## src/rtl/cldu_pkg.sv

```systemverilog
// Shared types and codes for the circular list unit.
// Used by the controller, the datapath, the top level and the checker.
package cldu_pkg;

    localparam int VALUE_W       = 32;
    localparam int ENTRY_COUNT_W = 5;

    typedef logic [2:0] command_t;
    typedef logic [1:0] status_t;
    typedef logic [4:0] op_t;

    localparam command_t CMD_INS_HEAD = 3'd0;
    localparam command_t CMD_INS_TAIL = 3'd1;
    localparam command_t CMD_DEL_VAL  = 3'd2;
    localparam command_t CMD_DEL_HEAD = 3'd3;
    localparam command_t CMD_DEL_TAIL = 3'd4;
    localparam command_t CMD_QUERY    = 3'd5;

    localparam status_t STATUS_OK        = 2'd0;
    localparam status_t STATUS_EMPTY     = 2'd1;
    localparam status_t STATUS_NOT_FOUND = 2'd2;
    localparam status_t STATUS_FULL      = 2'd3;

    // Datapath micro-operations
    localparam op_t OP_NOP        = 5'd0;
    localparam op_t OP_LOAD       = 5'd1;
    localparam op_t OP_TAKE_FRESH = 5'd2;
    localparam op_t OP_POP_RD     = 5'd3;
    localparam op_t OP_POP        = 5'd4;
    localparam op_t OP_INS_LINK   = 5'd5;
    localparam op_t OP_INS_HEAD   = 5'd6;
    localparam op_t OP_INS_TAIL   = 5'd7;
    localparam op_t OP_CLEAR      = 5'd8;
    localparam op_t OP_DH_UNLINK  = 5'd9;
    localparam op_t OP_HVAL       = 5'd10;
    localparam op_t OP_TVAL       = 5'd11;
    localparam op_t OP_DT_STEP    = 5'd12;
    localparam op_t OP_DT_UNLINK  = 5'd13;
    localparam op_t OP_DV_STEP    = 5'd14;
    localparam op_t OP_DV_UNLINK  = 5'd15;
    localparam op_t OP_OUT        = 5'd16;

    typedef struct packed {
        op_t     op;
        status_t status;
    } dp_cmd_t;

    typedef struct packed {
        logic count_zero;
        logic count_one;
        logic count_full;
        logic free_empty;
        logic link_is_tail;
        logic match;
        logic walk_last;
        logic cur_is_head;
    } dp_stat_t;

endpackage

```

## src/rtl/cldu_ctrl.sv

```systemverilog
// Controller state machine of the circular list unit.
// Depends on cldu_pkg; drives the datapath through dp_cmd_t.
module cldu_ctrl
    import cldu_pkg::*;
(
    input  logic     clk,
    input  logic     rst_n,
    input  logic     in_valid,
    output logic     in_ready,
    input  command_t command,
    output logic     out_valid,
    input  logic     out_ready,
    output dp_cmd_t  dp_cmd,
    input  dp_stat_t dp_stat
);

    localparam logic [3:0] S_IDLE  = 4'd0;
    localparam logic [3:0] S_ALLOC = 4'd1;
    localparam logic [3:0] S_POP   = 4'd2;
    localparam logic [3:0] S_LINK  = 4'd3;
    localparam logic [3:0] S_INS   = 4'd4;
    localparam logic [3:0] S_DH    = 4'd5;
    localparam logic [3:0] S_HVAL  = 4'd6;
    localparam logic [3:0] S_TVAL  = 4'd7;
    localparam logic [3:0] S_DT    = 4'd8;
    localparam logic [3:0] S_DV    = 4'd9;
    localparam logic [3:0] S_CLEAR = 4'd10;
    localparam logic [3:0] S_DONE  = 4'd11;

    logic [3:0] state_reg, state_next;
    status_t    result_st_reg, result_st_next;
    logic       at_head_reg, at_head_next;
    logic       out_valid_reg, out_valid_next;

    assign in_ready  = (state_reg == S_IDLE);
    assign out_valid = out_valid_reg;

    always_comb
    begin
        state_next     = state_reg;
        result_st_next = result_st_reg;
        at_head_next   = at_head_reg;
        dp_cmd.op      = OP_NOP;
        dp_cmd.status  = result_st_reg;

        unique case (state_reg)
            S_IDLE:
            begin
                if (in_valid)
                begin
                    dp_cmd.op      = OP_LOAD;
                    result_st_next = STATUS_OK;
                    at_head_next   = (command == CMD_INS_HEAD);
                    unique case (command)
                        CMD_INS_HEAD, CMD_INS_TAIL:
                        begin
                            if (dp_stat.count_full)
                            begin
                                result_st_next = STATUS_FULL;
                                state_next     = S_DONE;
                            end
                            else
                            begin
                                state_next = S_ALLOC;
                            end
                        end
                        CMD_DEL_VAL:
                        begin
                            if (dp_stat.count_zero)
                            begin
                                result_st_next = STATUS_EMPTY;
                                state_next     = S_DONE;
                            end
                            else
                            begin
                                state_next = S_DV;
                            end
                        end
                        CMD_DEL_HEAD, CMD_DEL_TAIL:
                        begin
                            if (dp_stat.count_zero)
                            begin
                                result_st_next = STATUS_EMPTY;
                                state_next     = S_DONE;
                            end
                            else if (dp_stat.count_one)
                            begin
                                state_next = S_CLEAR;
                            end
                            else if (command == CMD_DEL_HEAD)
                            begin
                                state_next = S_DH;
                            end
                            else
                            begin
                                state_next = S_DT;
                            end
                        end
                        default:
                        begin
                            state_next = S_DONE;
                        end
                    endcase
                end
            end
            S_ALLOC:
            begin
                if (dp_stat.free_empty)
                begin
                    dp_cmd.op  = OP_TAKE_FRESH;
                    state_next = dp_stat.count_zero ? S_INS : S_LINK;
                end
                else
                begin
                    dp_cmd.op  = OP_POP_RD;
                    state_next = S_POP;
                end
            end
            S_POP:
            begin
                dp_cmd.op  = OP_POP;
                state_next = dp_stat.count_zero ? S_INS : S_LINK;
            end
            S_LINK:
            begin
                dp_cmd.op  = OP_INS_LINK;
                state_next = S_INS;
            end
            S_INS:
            begin
                dp_cmd.op  = at_head_reg ? OP_INS_HEAD : OP_INS_TAIL;
                state_next = S_DONE;
            end
            S_DH:
            begin
                dp_cmd.op  = OP_DH_UNLINK;
                state_next = S_HVAL;
            end
            S_HVAL:
            begin
                dp_cmd.op  = OP_HVAL;
                state_next = S_DONE;
            end
            S_TVAL:
            begin
                dp_cmd.op  = OP_TVAL;
                state_next = S_DONE;
            end
            S_DT:
            begin
                // walk until the link points at the tail
                if (dp_stat.link_is_tail)
                begin
                    dp_cmd.op  = OP_DT_UNLINK;
                    state_next = S_TVAL;
                end
                else
                begin
                    dp_cmd.op = OP_DT_STEP;
                end
            end
            S_DV:
            begin
                if (dp_stat.match)
                begin
                    if (dp_stat.count_one)
                    begin
                        state_next = S_CLEAR;
                    end
                    else
                    begin
                        dp_cmd.op  = OP_DV_UNLINK;
                        state_next = dp_stat.cur_is_head ? S_HVAL : S_DONE;
                    end
                end
                else if (dp_stat.walk_last)
                begin
                    result_st_next = STATUS_NOT_FOUND;
                    state_next     = S_DONE;
                end
                else
                begin
                    dp_cmd.op = OP_DV_STEP;
                end
            end
            S_CLEAR:
            begin
                dp_cmd.op  = OP_CLEAR;
                state_next = S_DONE;
            end
            S_DONE:
            begin
                // hold until the output register is free
                if (!out_valid_reg || out_ready)
                begin
                    dp_cmd.op  = OP_OUT;
                    state_next = S_IDLE;
                end
            end
            default:
            begin
                state_next = S_IDLE;
            end
        endcase
    end

    always_comb
    begin
        out_valid_next = out_valid_reg;
        if (dp_cmd.op == OP_OUT)
        begin
            out_valid_next = 1'b1;
        end
        else if (out_ready)
        begin
            out_valid_next = 1'b0;
        end
    end

    always_ff @(posedge clk or negedge rst_n)
    begin
        if (!rst_n)
        begin
            state_reg     <= S_IDLE;
            result_st_reg <= STATUS_OK;
            at_head_reg   <= 1'b0;
            out_valid_reg <= 1'b0;
        end
        else
        begin
            state_reg     <= state_next;
            result_st_reg <= result_st_next;
            at_head_reg   <= at_head_next;
            out_valid_reg <= out_valid_next;
        end
    end

endmodule

```

## src/rtl/cldu_dpath.sv

```systemverilog
// Datapath of the circular list unit: value, link and free-slot memories,
// head/tail/count registers, walk registers and the result register.
// Depends on cldu_pkg; executes the micro-operations of cldu_ctrl.
module cldu_dpath
    import cldu_pkg::*;
#(
    parameter int DEPTH = 16
)
(
    input  logic                            clk,
    input  logic                            rst_n,
    input  dp_cmd_t                         dp_cmd,
    output dp_stat_t                        dp_stat,
    input  logic signed [VALUE_W-1:0]       item_value,
    output status_t                         status,
    output logic signed [VALUE_W-1:0]       head_value,
    output logic signed [VALUE_W-1:0]       tail_value,
    output logic [ENTRY_COUNT_W-1:0]        entry_count,
    output logic                            is_empty
);

    localparam int SW = $clog2(DEPTH);
    localparam int CW = $clog2(DEPTH + 1);

    // memories
    logic signed [VALUE_W-1:0] value_mem [DEPTH];
    logic [SW-1:0]             link_mem  [DEPTH];
    logic [SW-1:0]             free_mem  [DEPTH];

    logic signed [VALUE_W-1:0] value_rd_reg;
    logic [SW-1:0]             link_rd_reg;
    logic [SW-1:0]             free_rd_reg;

    logic                      value_we, link_we, free_we;
    logic [SW-1:0]             value_waddr, link_waddr, free_waddr;
    logic signed [VALUE_W-1:0] value_wdata;
    logic [SW-1:0]             link_wdata, free_wdata;
    logic [SW-1:0]             value_raddr, link_raddr, free_raddr;

    // list state
    logic [SW-1:0] head_reg, head_next;
    logic [SW-1:0] tail_reg, tail_next;
    logic [CW-1:0] count_reg, count_next;
    logic [CW-1:0] fsp_reg, fsp_next;
    logic [CW-1:0] fresh_reg, fresh_next;
    logic [CW-1:0] fsp_dec;

    // payload
    logic signed [VALUE_W-1:0] hval_reg, hval_next;
    logic signed [VALUE_W-1:0] tval_reg, tval_next;
    logic signed [VALUE_W-1:0] val_reg, val_next;
    logic signed [VALUE_W-1:0] pval_reg, pval_next;
    logic [SW-1:0]             cur_reg, cur_next;
    logic [SW-1:0]             prev_reg, prev_next;
    logic [SW-1:0]             k_reg, k_next;
    logic [SW-1:0]             slot_reg, slot_next;

    status_t                    out_status_reg, out_status_next;
    logic signed [VALUE_W-1:0]  out_head_reg, out_head_next;
    logic signed [VALUE_W-1:0]  out_tail_reg, out_tail_next;
    logic [ENTRY_COUNT_W-1:0]   out_count_reg, out_count_next;
    logic                       out_empty_reg, out_empty_next;

    logic count_zero;

    assign count_zero = (count_reg == '0);
    assign fsp_dec    = fsp_reg - CW'(1);

    assign dp_stat.count_zero   = count_zero;
    assign dp_stat.count_one    = (count_reg == CW'(1));
    assign dp_stat.count_full   = (count_reg == CW'(DEPTH));
    assign dp_stat.free_empty   = (fsp_reg == '0);
    assign dp_stat.link_is_tail = (link_rd_reg == tail_reg);
    assign dp_stat.match        = (value_rd_reg == val_reg);
    assign dp_stat.walk_last    = ((CW'(k_reg) + CW'(1)) == count_reg);
    assign dp_stat.cur_is_head  = (cur_reg == head_reg);

    assign status      = out_status_reg;
    assign head_value  = out_head_reg;
    assign tail_value  = out_tail_reg;
    assign entry_count = out_count_reg;
    assign is_empty    = out_empty_reg;

    always_comb
    begin
        head_next   = head_reg;
        tail_next   = tail_reg;
        count_next  = count_reg;
        fsp_next    = fsp_reg;
        fresh_next  = fresh_reg;
        hval_next   = hval_reg;
        tval_next   = tval_reg;
        val_next    = val_reg;
        pval_next   = pval_reg;
        cur_next    = cur_reg;
        prev_next   = prev_reg;
        k_next      = k_reg;
        slot_next   = slot_reg;

        out_status_next = out_status_reg;
        out_head_next   = out_head_reg;
        out_tail_next   = out_tail_reg;
        out_count_next  = out_count_reg;
        out_empty_next  = out_empty_reg;

        value_we    = 1'b0;
        value_waddr = slot_reg;
        value_wdata = val_reg;
        link_we     = 1'b0;
        link_waddr  = tail_reg;
        link_wdata  = slot_reg;
        free_we     = 1'b0;
        free_waddr  = fsp_reg[SW-1:0];
        free_wdata  = head_reg;
        value_raddr = head_reg;
        link_raddr  = head_reg;
        free_raddr  = fsp_dec[SW-1:0];

        unique case (dp_cmd.op)
            OP_LOAD:
            begin
                // reads at the head slot are issued here for the walks
                val_next  = item_value;
                cur_next  = head_reg;
                prev_next = tail_reg;
                k_next    = '0;
            end
            OP_TAKE_FRESH:
            begin
                slot_next  = fresh_reg[SW-1:0];
                fresh_next = fresh_reg + CW'(1);
            end
            OP_POP_RD:
            begin
                fsp_next = fsp_dec;
            end
            OP_POP:
            begin
                slot_next = free_rd_reg;
            end
            OP_INS_LINK:
            begin
                link_we    = 1'b1;
                link_waddr = tail_reg;
                link_wdata = slot_reg;
            end
            OP_INS_HEAD, OP_INS_TAIL:
            begin
                value_we    = 1'b1;
                value_waddr = slot_reg;
                value_wdata = val_reg;
                link_we     = 1'b1;
                link_waddr  = slot_reg;
                link_wdata  = count_zero ? slot_reg : head_reg;
                count_next  = count_reg + CW'(1);
                if (count_zero)
                begin
                    head_next = slot_reg;
                    tail_next = slot_reg;
                    hval_next = val_reg;
                    tval_next = val_reg;
                end
                else if (dp_cmd.op == OP_INS_HEAD)
                begin
                    head_next = slot_reg;
                    hval_next = val_reg;
                end
                else
                begin
                    tail_next = slot_reg;
                    tval_next = val_reg;
                end
            end
            OP_CLEAR:
            begin
                free_we    = 1'b1;
                free_wdata = head_reg;
                fsp_next   = fsp_reg + CW'(1);
                count_next = '0;
                head_next  = '0;
                tail_next  = '0;
            end
            OP_DH_UNLINK:
            begin
                head_next   = link_rd_reg;
                link_we     = 1'b1;
                link_waddr  = tail_reg;
                link_wdata  = link_rd_reg;
                free_we     = 1'b1;
                free_wdata  = head_reg;
                fsp_next    = fsp_reg + CW'(1);
                count_next  = count_reg - CW'(1);
                value_raddr = link_rd_reg;
            end
            OP_HVAL:
            begin
                hval_next = value_rd_reg;
            end
            OP_TVAL:
            begin
                tval_next = value_rd_reg;
            end
            OP_DT_STEP:
            begin
                cur_next   = link_rd_reg;
                link_raddr = link_rd_reg;
            end
            OP_DT_UNLINK:
            begin
                link_we     = 1'b1;
                link_waddr  = cur_reg;
                link_wdata  = head_reg;
                tail_next   = cur_reg;
                free_we     = 1'b1;
                free_wdata  = tail_reg;
                fsp_next    = fsp_reg + CW'(1);
                count_next  = count_reg - CW'(1);
                value_raddr = cur_reg;
            end
            OP_DV_STEP:
            begin
                prev_next   = cur_reg;
                pval_next   = value_rd_reg;
                cur_next    = link_rd_reg;
                k_next      = k_reg + SW'(1);
                value_raddr = link_rd_reg;
                link_raddr  = link_rd_reg;
            end
            OP_DV_UNLINK:
            begin
                link_we     = 1'b1;
                link_waddr  = prev_reg;
                link_wdata  = link_rd_reg;
                free_we     = 1'b1;
                free_wdata  = cur_reg;
                fsp_next    = fsp_reg + CW'(1);
                count_next  = count_reg - CW'(1);
                value_raddr = link_rd_reg;
                if (cur_reg == head_reg)
                begin
                    head_next = link_rd_reg;
                end
                // the entry before the tail was visited, so its value is at hand
                if (cur_reg == tail_reg)
                begin
                    tail_next = prev_reg;
                    tval_next = pval_reg;
                end
            end
            OP_OUT:
            begin
                out_status_next = dp_cmd.status;
                out_head_next   = count_zero ? '0 : hval_reg;
                out_tail_next   = count_zero ? '0 : tval_reg;
                out_count_next  = ENTRY_COUNT_W'(count_reg);
                out_empty_next  = count_zero;
            end
            default:
            begin
            end
        endcase
    end

    always_ff @(posedge clk)
    begin
        if (value_we)
        begin
            value_mem[value_waddr] <= value_wdata;
        end
        value_rd_reg <= value_mem[value_raddr];
    end

    always_ff @(posedge clk)
    begin
        if (link_we)
        begin
            link_mem[link_waddr] <= link_wdata;
        end
        link_rd_reg <= link_mem[link_raddr];
    end

    always_ff @(posedge clk)
    begin
        if (free_we)
        begin
            free_mem[free_waddr] <= free_wdata;
        end
        free_rd_reg <= free_mem[free_raddr];
    end

    always_ff @(posedge clk or negedge rst_n)
    begin
        if (!rst_n)
        begin
            head_reg  <= '0;
            tail_reg  <= '0;
            count_reg <= '0;
            fsp_reg   <= '0;
            fresh_reg <= '0;
        end
        else
        begin
            head_reg  <= head_next;
            tail_reg  <= tail_next;
            count_reg <= count_next;
            fsp_reg   <= fsp_next;
            fresh_reg <= fresh_next;
        end
    end

    always_ff @(posedge clk)
    begin
        hval_reg       <= hval_next;
        tval_reg       <= tval_next;
        val_reg        <= val_next;
        pval_reg       <= pval_next;
        cur_reg        <= cur_next;
        prev_reg       <= prev_next;
        k_reg          <= k_next;
        slot_reg       <= slot_next;
        out_status_reg <= out_status_next;
        out_head_reg   <= out_head_next;
        out_tail_reg   <= out_tail_next;
        out_count_reg  <= out_count_next;
        out_empty_reg  <= out_empty_next;
    end

endmodule

```

## src/rtl/circular_list_with_value_delete_unit.sv

```systemverilog
// Circular list unit: one request at a time, one result per request.
// The walk over the link memory, one link per cycle, makes delete tail and delete value the
// longest requests. No new request is taken until the result register of the last one is
// loaded, and a stalled result that still waits holds the unit in its done state longer.
// Reset is asynchronous, active low: the list comes up empty; no memory clearing pass.
module circular_list_with_value_delete_unit
    import cldu_pkg::*;
#(
    parameter int DEPTH = 16
)
(
    input  logic                      clk,
    input  logic                      rst_n,
    input  logic                      in_valid,
    output logic                      in_ready,
    input  logic [2:0]                command,
    input  logic signed [31:0]        item_value,
    output logic                      out_valid,
    input  logic                      out_ready,
    output logic [1:0]                status,
    output logic signed [31:0]        head_value,
    output logic signed [31:0]        tail_value,
    output logic [4:0]                entry_count,
    output logic                      is_empty
);

    dp_cmd_t  dp_cmd;
    dp_stat_t dp_stat;

    cldu_ctrl u_ctrl (
        .clk       (clk),
        .rst_n     (rst_n),
        .in_valid  (in_valid),
        .in_ready  (in_ready),
        .command   (command),
        .out_valid (out_valid),
        .out_ready (out_ready),
        .dp_cmd    (dp_cmd),
        .dp_stat   (dp_stat)
    );

    cldu_dpath #(
        .DEPTH (DEPTH)
    ) u_dpath (
        .clk         (clk),
        .rst_n       (rst_n),
        .dp_cmd      (dp_cmd),
        .dp_stat     (dp_stat),
        .item_value  (item_value),
        .status      (status),
        .head_value  (head_value),
        .tail_value  (tail_value),
        .entry_count (entry_count),
        .is_empty    (is_empty)
    );

endmodule

```

## config.mk

```make
export PLATFORM = sky130hd
export DESIGN_NAME = circular_list_with_value_delete_unit
export DESIGN_NICKNAME = d
export VERILOG_FILES = /design/src/rtl/cldu_pkg.sv /design/src/rtl/cldu_ctrl.sv /design/src/rtl/cldu_dpath.sv /design/src/rtl/circular_list_with_value_delete_unit.sv
export SDC_FILE = /design/constraint.sdc
export NUM_CORES = 1
export LEC_CHECK = 0
export ABC_AREA = 1
export ABC_CLOCK_PERIOD_IN_PS = 8000
export BUFFER_PORTS_ARGS = -buffer_cell sky130_fd_sc_hd__buf_4
export CORE_AREA = 2 2 270 539
export DETAILED_ROUTE_END_ITERATION = 10
export DIE_AREA = 0 0 272 541
export GPL_ROUTABILITY_DRIVEN = 1
export PLACE_DENSITY = 0.44
export SYNTH_ARGS = -nofsm -noshare
export SYNTH_HDL_FRONTEND = slang
export SYNTH_SLANG_ARGS = --single-unit
```

## constraint.sdc

```tcl
create_clock -name clk -period 8 [get_ports clk]
set_input_delay 1.6 -clock clk [delete_from_list [all_inputs] [get_ports clk]]
set_output_delay 1.6 -clock clk [all_outputs]
set_load 0.02 [all_outputs]
```

======== Word-level counts from Yosys, hierarchy flattened ========
Memories as Yosys holds them, arrays and structs flattened. A register that Yosys moved wholly into a read port is not among the register bits.
Cells that the tools add are included.
storage, ports and cells
  flip-flop bits (word level) ............. 247
  RAM bits ................................ 640
  input bits .............................. 39
  word-level logic and storage cells ...... 185
  memories kept ........................... 3
memory list
  memory             words  width  rd ports  clocked after memory_dff  write ports  line              text
  u_dpath.value_mem  16     32     1         1                         1            cldu_dpath.sv:26  logic signed [VALUE_W-1:0] value_mem [DEPTH];
  u_dpath.free_mem   16     4      1         1                         1            cldu_dpath.sv:28  logic [SW-1:0] free_mem [DEPTH];
  u_dpath.link_mem   16     4      1         1                         1            cldu_dpath.sv:27  logic [SW-1:0] link_mem [DEPTH];
cells by class
  add/subtract/negate cells ............... 7
  equality and inequality tests ........... 48
  mux-type cells .......................... 70
  reduce and logical (&&, ||, !) cells .... 35
operators by type and width
  kind                                                                    number
  32-bit 2-to-1 mux                                                       5
  32-bit one-hot mux with 3 select lines                                  1
  4-bit 2-to-1 mux                                                        22
  32-bit one-hot mux with 2 select lines                                  1
  5-bit one-hot mux with 12 select lines                                  1
  4-bit one-hot mux with 2 select lines                                   6
  5-bit by 4-bit equality test with 1-bit output (second input constant)  8
  4-bit one-hot mux with 3 select lines                                   3
  4-bit one-hot mux with 9 select lines                                   1
  32-bit equality test                                                    1
  4-bit one-hot mux with 4 select lines                                   2
  5-bit by 3-bit equality test with 1-bit output (second input constant)  4
  4-bit by 3-bit equality test with 1-bit output (second input constant)  4
  4-bit equality test (second input constant)                             4
  1-bit 2-to-1 mux                                                        16
  5-bit by 1-bit adder with 5-bit output (second input constant)          3
  5-bit one-hot mux with 3 select lines                                   1
  2-bit nonzero test                                                      7
  4-bit equality test                                                     3
  5-bit by 1-bit equality test with 1-bit output (second input constant)  2
  5-bit by 2-bit equality test with 1-bit output (second input constant)  2
  5-bit equality test (second input constant)                             2
  5-bit logical NOT                                                       2
  2-bit 2-to-1 mux                                                        5
  other kinds (31)                                                        54

======== Logic depth before layout (Yosys ltp) ========
  depth in word-level cells ............... 10
  mapped depth ............................ 20

======== Modules after synthesis ========
Synthesis repeated with hierarchy kept, for this count alone.
unflattened totals
  cells, all modules ...................... 3573
  area, all modules ....................... 39497.9 um^2
by module, submodules not included
  module      times used  cells each  area each (um^2)  sequential area each (um^2)
  cldu_dpath  1           3435        38695.9           27055.9
  cldu_ctrl   1           138         802.0             200.2

======== Least setup slack after synthesis ========
No wires, ideal clock.
  kind .................................... input to register
  from .................................... in in_valid
  to ...................................... reg u_dpath.tval_reg[0], enable pin
  setup time .............................. 0.432 ns
  data arrival time ....................... 5.133 ns
  setup slack ............................. 2.435 ns
  cell stages on the path ................. 8
  path buffers ............................ 0
  cells stage by stage .................... inv_1 nor2_1 nor3_1 nand4_1 nor2_1 nand2_1 nand2_1 a21oi_1
between the ends
  longest elaborated chain between the ends .. 6
  elaborated cells between the ends (all ways) .. 11
RTL lines
  what                                                                                                     line                                        text
  start: declaration                                                                                       circular_list_with_value_delete_unit.sv:14  input logic in_valid,
  1-bit 2-to-1 mux (*)                                                                                     cldu_ctrl.sv:49                             if (in_valid)
  5-bit one-hot mux with 12 select lines (*)                                                               cldu_ctrl.sv:46                             unique case (state_reg)
  5-bit by 3-bit equality test with 1-bit output, on equally long branches                                 cldu_dpath.sv:119, cldu_dpath.sv:163
  2-bit OR reduction                                                                                       cldu_dpath.sv:119                           unique case (dp_cmd.op)
  3-bit by 2-bit inequality test with 1-bit output (no line) / 3-bit nonzero test (equally long branches)  --
  3-bit AND reduction (no line) (*)                                                                        --
  end signal: assignment                                                                                   cldu_dpath.sv:314                           tval_reg <= tval_next;
  end: declaration                                                                                         cldu_dpath.sv:50                            logic signed [VALUE_W-1:0] tval_reg, tval_next;
Mark *: on every way between the ends. The rest lies on a longest branch, timed or not.
A chain may end at the register's enable or synchronous reset.

======== Final worst setup path ========
  from .................................... reg u_dpath.val_reg[30]
  to ...................................... reg u_dpath.value_rd_reg[31] (read register of u_dpath.value_mem)
between the ends
  longest elaborated chain between the ends .. 6
  elaborated cells between the ends (all ways) .. 9
RTL lines
  what                                            line               text
  start: declaration                              cldu_dpath.sv:51   logic signed [VALUE_W-1:0] val_reg, val_next;
  start signal: assignment                        cldu_dpath.sv:315  val_reg <= val_next;
  32-bit equality test (*)                        cldu_dpath.sv:74   assign dp_stat.match = (value_rd_reg == val_reg);
  5-bit 2-to-1 mux (*)                            cldu_ctrl.sv:164   if (dp_stat.match)
  5-bit one-hot mux with 12 select lines (*)      cldu_ctrl.sv:46
  5-bit by 4-bit equality test with 1-bit output  cldu_dpath.sv:119
  3-bit OR reduction (no line)                    --
  4-bit one-hot mux with 2 select lines (*)       cldu_dpath.sv:119
  end: declaration                                cldu_dpath.sv:30   logic signed [VALUE_W-1:0] value_rd_reg;
Marks and branches as above.

==> results.cfg <==
[layout]
fin_area_mm2 = 0.04602
area_growth_pct = 15.48
layout_commonest_cell = edfxtp_1
top_regs = u_dpath.value_mem (512), u_dpath.free_mem (64), u_dpath.link_mem (64)
mostFrequentLayoutCells = edfxtp_1 (856), nand2_1 (710), inv_1 (600)
final_nets = 3751
largest_reg_flops = 512
post_route_cells_drive_above_1_share_pct = 10.00
layout.cells.non_filler = 5674
fin_util_pct = 32.13
fill_cells = 14470
top_register = u_dpath.value_mem

[worst_setup_path]
reg2reg_slack_ns = 3.19
end_kind = flip-flop
cp_data_arrival_time_ns = 5.36
required_ns = 8.56
critPathLaunchType = flip-flop
worstPathMaxFanout = 124
path_class = reg -> reg

[power]
p_per_area_mw_per_mm2 = 375.8
ir_drop_mv = 0.4623
p_seq_share_pct = 38.0
intPower_mw = 10.39
clockPowerShare_pct = 25.7
switching_share_pct = 39.91
combinationalPowerShare_pct = 36.2
power_switching_mw = 6.901
power_leakage_nw = 18.24

[placed_design]
portBuffers = 112
gp_congestion = 0.8339
dpl.hpwl_mm = 63.00
placed_cells = 5498
placed_area_mm2 = 0.04295

[clock_network]
cts.path.max_buffers = 3
cts_sinks = 926
cts_tree = built
cts_resized = 0
htreeDepth = 3
clk_latency_ns = 0.72
post_cts.repair.setup_buffers = 0
cts_root_buf = clkbuf_16
cts.clk_slew.worst_paths_ns = 0.07
cts_made_buffers = 92
hold_buffers = 0

[global_routing]
grt_pass1_wl_mm = 172.0
grt-ovfl-total = 0
grt_max_degree = 193
antenna_found_initial = 0
grt_pass1_vias = 25760
groute.usage.overall_pct = 15.62

[routing]
first_pass_iters = 6
drt-initial-drc-count = 1950
ant_nets = 1
wirelength_mm = 116.0
drc = 0
via_per_inst = 4.568
vias = 25920
post_drt_wl_per_cell_um = 20.45

[yosys]
synth_xor_xnor_area_share_pct = 1.033
ys_warn_count = 0
syn_area_mm2 = 0.03985
synth_cell_type_count = 48
avgSynthCellArea_um2 = 11.05
synth_top_area_share_pct = 64.50
ys_seq_elements = 926
synth_area_leaders = edfxtp_1 (65%), nand3_1 (7.2%), nand2_1 (6.7%)
synth-adder-area-share_pct = 0.3140
ys.flop_type = edfxtp_1
ys_seq_area_share_pct = 68.40
muxShareOfSynthArea_pct = 0.5589
synth_nets = 3654
synth-compound-area-share_pct = 3.608
synth-simple-area-share_pct = 18.24
synth_largest_area_cell = edfxtp_1
synth-edff-count = 856
async_reset_ff_share_pct = 3.240
synth_top_family_by_area = simple AND/OR/NAND/NOR gates
syn_inst = 3605

[flow_run]
drv_cap = 0

[run_status]
outcome = finished with violations
violations = antenna violations

[worst_hold_path]
hp-class = reg -> reg

[timing]
fin_tns_setup_ns = 0
period_share_pct = 60.07
fin_crit_ns = 4.805
setup_viol = 0
slew_headroom_pct = 18.66
fmax_ghz = 0.2081
rsz0062_at_grt = no
hold_viol = 0
clock-skew-final_ns = 0.05547
maxSlewViolCount = 0
worst_pin_slew_ns = 1.217

[floorplanning]
die_width_um = 272
num_rows = 197
die_h_um = 541
start_util_pct = 27.83
core-area_mm2 = 0.1432
die_area_mm2 = 0.1472
io_pins = 113
==> power groups by stage <==
| stage | Sequential (mW) | Clock, mW | Combinational, mW |
|---|---|---|---|
| 2_1_floorplan | 6.51 | 0 | 4.24 |
| 3_3_place_gp | 6.68 | 0 | 6.30 |
| 3_5_place_dp | 6.68 | 0 | 6.32 |
| 4_1_cts | 6.58 | 4.56 | 6.35 |
| 5_1_grt | 6.63 | 4.73 | 6.99 |
| 6_report | 6.58 | 4.45 | 6.27 |
==> worst paths after layout <==
| path | startpoint | end | cells past startpoint |
|---|---|---|---|
| max | u_dpath.val_reg[30] | u_dpath.value_rd_reg[31] | 17 |
| max in group asynchronous | rst_n | u_ctrl.state_reg[1] | 1 |
| min in group asynchronous | rst_n | u_dpath.head_reg[1] | 1 |
| min | u_dpath.value_rd_reg[31] | u_dpath.pval_reg[31] | 0 |
| min reg2reg | u_dpath.value_rd_reg[31] | u_dpath.pval_reg[31] | 0 |
| max reg2reg | u_dpath.val_reg[30] | u_dpath.value_rd_reg[31] | 17 |
==> layout make-up <==
type                    count  area [um^2]  area share, %
flip-flops and latches    926        27260          59.23
inverters                 612         2297          4.992
clock inverters            61        651.9          1.417
well taps                1890         2365          5.139
diodes                      5        12.51        0.02719
clock buffers             110         2401          5.218
multi-input cells        1899         9713          21.11
repair buffers            171         1321          2.871
==> synthesized netlist by cell type (36+ instances only) <==
| cell | number |
|---|---|
| inv_1 | 600 |
| nand2_1 | 713 |
| dfxtp_1 | 40 |
| clkbuf_1 | 36 |
| edfxtp_1 | 856 |
| o211ai_1 | 42 |
| nand3b_1 | 128 |
| buf_2 | 101 |
| nand3_1 | 576 |
| o21ai_0 | 102 |
| nor2_1 | 129 |
==> critical path: stages (launching register included) <==
cell	delay, ns
edfxtp_1	0.72
xnor2_1	0.66
nand2_1	0.10
nor2_1	0.12
nand2_1	0.07
nor2_2	0.13
nand2_1	0.14
nand2_4	0.23
nand3_4	0.15
nor2_2	0.28
nand2_4	0.13
nand2_8	0.60
buf_4	0.64
nand2_1	0.11
nand3_1	0.09
nand3_1	0.11
nand3_1	0.14
nand2_1	0.06
==> kinds of logic (layout without fill, tap and decap cells) <==
logic type	after synthesis	in the layout
fa+ha+maj	10	10
flops	926	926
simple gates	1587	1587
compound gates	234	234
buf+inv	780	954
other cells	0	5
xor+xnor	47	47
mux	21	21
==> stage by stage <==
stage	power (mW)	hold WS (ns)	worst slack, ns
finish	17.29	0.4525	3.195
global route	18.35	0.4722	2.759
CTS	17.48	0.4639	3.178
detailed placement	13.00	0.4468	3.227
global placement	12.98	0.4442	3.268
floorplan	10.75	0.4196	2.435
==> layer usage <==
metal,GRT usage (%),wire (um)
met2,26.34,55730
met5,0,0
met3,1.898,5888
met4,4.595,2435
met1,20.98,51960
Note: power is estimated with default switching activity, not from simulation.
